**src/rtl/bqim_pkg.sv**
```systemverilog
`timescale 1ns / 1ps
// Shared types and constants of the block-quantised int8 matrix-vector row engine.
// Used by bqim_ctrl, bqim_dp and block_quantized_int8_matvec; depends on nothing.

package bqim_pkg;

    localparam int ROW_LENGTH_MAX_DEF = 4096;
    localparam int COLUMN_LIMIT_DEF   = 65536;

    localparam int IDX_W   = 12;
    localparam int ACT_W   = 16;
    localparam int WGT_W   = 8;
    localparam int SCALE_W = 16;
    localparam int WS_W    = WGT_W + SCALE_W;
    localparam int PROD_W  = ACT_W + WS_W;
    localparam int SUM_W   = 56;
    localparam int COL_W   = 16;

    localparam logic signed [SUM_W-1:0] SUM_MAX = {1'b0, {(SUM_W-1){1'b1}}};
    localparam logic signed [SUM_W-1:0] SUM_MIN = {1'b1, {(SUM_W-1){1'b0}}};

    typedef enum logic {
        CMD_LOAD   = 1'b0,
        CMD_WEIGHT = 1'b1
    } t_cmd;

    typedef struct packed {
        logic                      cmd;
        logic [IDX_W-1:0]          element_index;
        logic signed [ACT_W-1:0]   activation_value;
        logic signed [WGT_W-1:0]   weight_value;
        logic signed [SCALE_W-1:0] block_scale;
        logic                      last_in_column;
    } t_in_item;

    typedef struct packed {
        logic signed [SUM_W-1:0] dot_value;
        logic [COL_W-1:0]        column_index;
    } t_out_item;

    typedef enum logic [1:0] {
        ST_IDLE = 2'd0,
        ST_MUL  = 2'd1,
        ST_ACC  = 2'd2
    } t_state;

    // Commands from the controller to the datapath.
    typedef struct packed {
        logic take_load;
        logic take_weight;
        logic do_mul;
        logic do_acc;
    } t_dp_cmd;

    // Status from the datapath to the controller.
    typedef struct packed {
        logic acc_last;
        logic out_busy;
    } t_dp_status;

endpackage

```
**src/rtl/bqim_ctrl.sv**
```systemverilog
`timescale 1ns / 1ps
// Controller state machine of the row engine: accepts words and sequences the datapath.
// Depends on bqim_pkg.

module bqim_ctrl (
    input  logic                  i_clk,
    input  logic                  i_rst_n,
    input  logic                  i_in_valid,
    input  logic                  i_in_cmd,
    output logic                  o_in_ready,
    input  bqim_pkg::t_dp_status  i_status,
    output bqim_pkg::t_dp_cmd     o_cmd
);

    bqim_pkg::t_state r_state;
    bqim_pkg::t_state n_state;
    logic             acc_block;
    logic             fire;

    always_ff @(posedge i_clk) begin
        if (!i_rst_n) begin
            r_state <= bqim_pkg::ST_IDLE;
        end else begin
            r_state <= n_state;
        end
    end

    always_comb begin
        // A final weight cannot complete while the previous result is still unread.
        acc_block  = (r_state == bqim_pkg::ST_ACC) && i_status.acc_last && i_status.out_busy;
        // No word is taken while reset is held.
        o_in_ready = i_rst_n && ((r_state == bqim_pkg::ST_IDLE) ||
                                 ((r_state == bqim_pkg::ST_ACC) && !acc_block));
        fire       = i_in_valid && o_in_ready;

        o_cmd.take_load   = fire && (i_in_cmd == bqim_pkg::CMD_LOAD);
        o_cmd.take_weight = fire && (i_in_cmd == bqim_pkg::CMD_WEIGHT);
        o_cmd.do_mul      = (r_state == bqim_pkg::ST_MUL);
        o_cmd.do_acc      = (r_state == bqim_pkg::ST_ACC) && !acc_block;

        n_state = r_state;
        case (r_state)
            bqim_pkg::ST_IDLE: begin
                if (o_cmd.take_weight) begin
                    n_state = bqim_pkg::ST_MUL;
                end
            end
            bqim_pkg::ST_MUL: begin
                n_state = bqim_pkg::ST_ACC;
            end
            bqim_pkg::ST_ACC: begin
                if (acc_block) begin
                    n_state = bqim_pkg::ST_ACC;
                end else if (o_cmd.take_weight) begin
                    n_state = bqim_pkg::ST_MUL;
                end else begin
                    n_state = bqim_pkg::ST_IDLE;
                end
            end
            default: begin
                n_state = bqim_pkg::ST_IDLE;
            end
        endcase
    end

`ifndef SYNTHESIS
    a_mul_then_acc: assert property (@(posedge i_clk) disable iff (!i_rst_n)
        (r_state == bqim_pkg::ST_MUL) |=> (r_state == bqim_pkg::ST_ACC))
        else $error("multiply stage not followed by accumulate stage");

    a_weight_starts_mul: assert property (@(posedge i_clk) disable iff (!i_rst_n)
        o_cmd.take_weight |=> (r_state == bqim_pkg::ST_MUL))
        else $error("accepted weight word did not start the multiply stage");
`endif

endmodule

```
**config.mk**
```make
export PLATFORM = sky130hd
export DESIGN_NAME = bqim_ctrl
export DESIGN_NICKNAME = d
export VERILOG_FILES = /design/src/rtl/bqim_pkg.sv /design/src/rtl/bqim_ctrl.sv
export SDC_FILE = /design/constraint.sdc
export NUM_CORES = 1
export LEC_CHECK = 0
export BUFFER_PORTS_ARGS = -buffer_cell sky130_fd_sc_hd__buf_2
export CAP_MARGIN = 20
export CORE_AREA = 2 2 39 41
export CTS_BUF_LIST = sky130_fd_sc_hd__clkbuf_4 sky130_fd_sc_hd__clkbuf_8
export CTS_CLUSTER_DIAMETER = 80
export DETAILED_ROUTE_END_ITERATION = 7
export DIE_AREA = 0 0 41 43
export GPL_TIMING_DRIVEN = 1
export SYNTH_ARGS = -nofsm -noshare
export SYNTH_HDL_FRONTEND = slang
export SYNTH_SLANG_ARGS = --single-unit
```
**constraint.sdc**
```tcl
create_clock -name i_clk -period 1 [get_ports i_clk]
set_input_delay 0.2 -clock i_clk [delete_from_list [all_inputs] [get_ports i_clk]]
set_output_delay 0.2 -clock i_clk [all_outputs]
set_load 0.01 [all_outputs]
```
==> metrics <==
Biggest register r_state; post-synth top area share 27.8%; Max-slew headroom 88.7%; multi-input combinational cell area 111 sq um; Fillers 156; CTS tree yes; clock buffer count from CTS 3; drt drc 0; via/cell ratio 3.70; clock latency at the later pin of the worst-skew pair 0.22 ns; final worst path period share 128%; Main synth FF type dfxtp_1; DRT antenna net count 0; warning count from the yosys run 0; WP data required approximately 0.80 ns; initial core utilization 10.4%; Worst Tran Pin Value 0.169 ns; status finished, violations left; max_cap viols 0; cell taking the most area after synthesis dfxtp_1; flip-flop count of the largest register after layout 2; static leakage 0.130 nW; Tmin final 1.28 ns; max frequency 0.783 GHz; fraction of registers with async set/reset 0%; WL/cell about 8.6 um; Mapped Cells 14; Final Util 19.3%; Root Driver clkbuf_4; RD Place Congestion 0.621; violations in the final reports setup timing; number of flops mapped to enable cells by yosys 0; unrepaired setup endpoints after global routing true; vias post-DR 170; Final setup viols 5; synthesized area per cell 10.3 sq um; crit end category output port; number of library cell types mapped by synthesis 12; cell area after synthesis 144 sq um; CP max FO 4; Iteration-0 DRC Markers 4; initial antenna violation count 0; GRT overflow 0; Die Height 43 um; ANT cells 0; Overall Global Routing Usage ~5.5%; maximum vdd drop between 0.0004 and 0.0005 V; skew final 0.00377 ns; WS Path Type register to output port; drt first pass iters 3; Detail Placement HPWL about 290 um; die area 1760 sq um; net count after synthesis 20; max-slew violations 0; clk sinks 2; final hold violation count 0; Top Registers r_state: 2 flops; Die Width between 40 and 50 um; Seq cells post-synth 2; synth cell count leaders dfxtp_1, nor3_1; H-tree Lvls 1; Clk pin slew, worst setup/hold paths 0.03 ns; cell area power density 1210 nW/um^2; sequential area share after synthesis 27.8%; row cnt 14; cells taking the most area after synthesis dfxtp_1, nor4b_4, nand2b_4, and3_4, and4b_1; Setup TNS -0.988 ns; I/O Buffers 10; CP arrival around 1.1 ns; first-pass GRT wire length roughly 570 um; worst setup margin -0.278 ns; area grow syn2layout 86.1%; final WL 397 um; nets 38; core area 1380 sq um; share of layout cells above drive strength 1 76.7%; # IOs 11; CTS Buffer Depth 2; HP Class input port to register; Sequential cell area about 41 sq um; crit start category register; vias in the first global route 147; largest net degree at the start of global routing 5
==> cell usage in the layout (no fill, tap or decap) <==
cell type  synthesis  routed
nor3_1             2       1
nor3_2             0       1
and4b_1            1       1
a21oi_1            1       1
nor2_2             0       1
dfxtp_2            0       1
buf_2              0      10
dfxtp_1            2       1
o21a_1             1       1
nand2_1            1       1
nor2b_2            1       1
and3_4             1       1
nand2b_1           1       1
nand2b_4           1       1
buf_4              0       3
clkbuf_4           0       3
nor4b_4            1       1
==> metal layers <==
layer / wire length, um / share of wire (%) / vias to the layer above / track usage [%]
met5: 0 / 0 / - / 0
met2: 151 / 38 / 13 / 6.25
li1: - / - / 83 / -
met3: 80 / 20 / 0 / 8.38
met4: 0 / 0 / 0 / 2.00
met1: 165 / 42 / 74 / 5.10
==> path summary, 6_finish.rpt <==
check / startpoint / to / slack [ns] / cells after the start
min: i_rst_n / r_state[1] / 0.25 / 2
max reg2reg: r_state[1] / r_state[1] / 0.08 / 3
max: r_state[1] / o_cmd[3] / -0.28 / 3
min reg2reg: r_state[1] / r_state[0] / 0.66 / 2
==> report_power, final <==
part	switching [mW]	total (mW)	internal (mW)	leakage (nW)
Combinational	0.0292	0.0632	0.0340	0.0999
Clock	0.0445	0.177	0.132	0.0138
Sequential	0.00145	0.0851	0.0837	0.0168
==> metrics by stage <==
step,instances,cell area (sq um),setup slack (ns),hold slack (ns),total power [mW]
6_report,46,268,-0.278,0.245,0.325
5_1_grt,46,268,-0.322,0.242,0.355
4_1_cts,46,265,-0.276,0.235,0.332
3_5_place_dp,41,221,-0.0573,0.469,0.141
3_3_place_gp,41,221,-0.0566,0.467,0.140
2_1_floorplan,14,144,0.0199,0.317,0.113
==> worst max-delay path, stage by stage, from the launching register on <==
cell and delay [ns]:
dfxtp_2 0.31, and3_4 0.19, nor4b_4 0.19, buf_2 0.16
==> area by class of cell <==
type | instances | share of cell area (%)
multi-input cells | 12 | 41.6
repair buffers | 13 | 27.1
flip-flops and latches | 2 | 15.4
clock buffers | 3 | 8.41
well taps | 16 | 7.48
==> logic make-up after synthesis <==
| kind of cell | after synthesis | synth area share (%) |
|---|---|---|
| flip-flops | 2 | 27.8 |
| AND/OR/NAND/NOR | 10 | 63.5 |
| AO/OA/AOI/OAI | 2 | 8.69 |
==> timing repair <==
action                     4_1_cts  5_1_grt
resized for setup                2        1
hold buffers                     0        0
pin swaps                        3        0
setup endpoints to repair        5        5
setup buffers                    2        0
No activity file was read; power rests on OpenSTA's default activity.
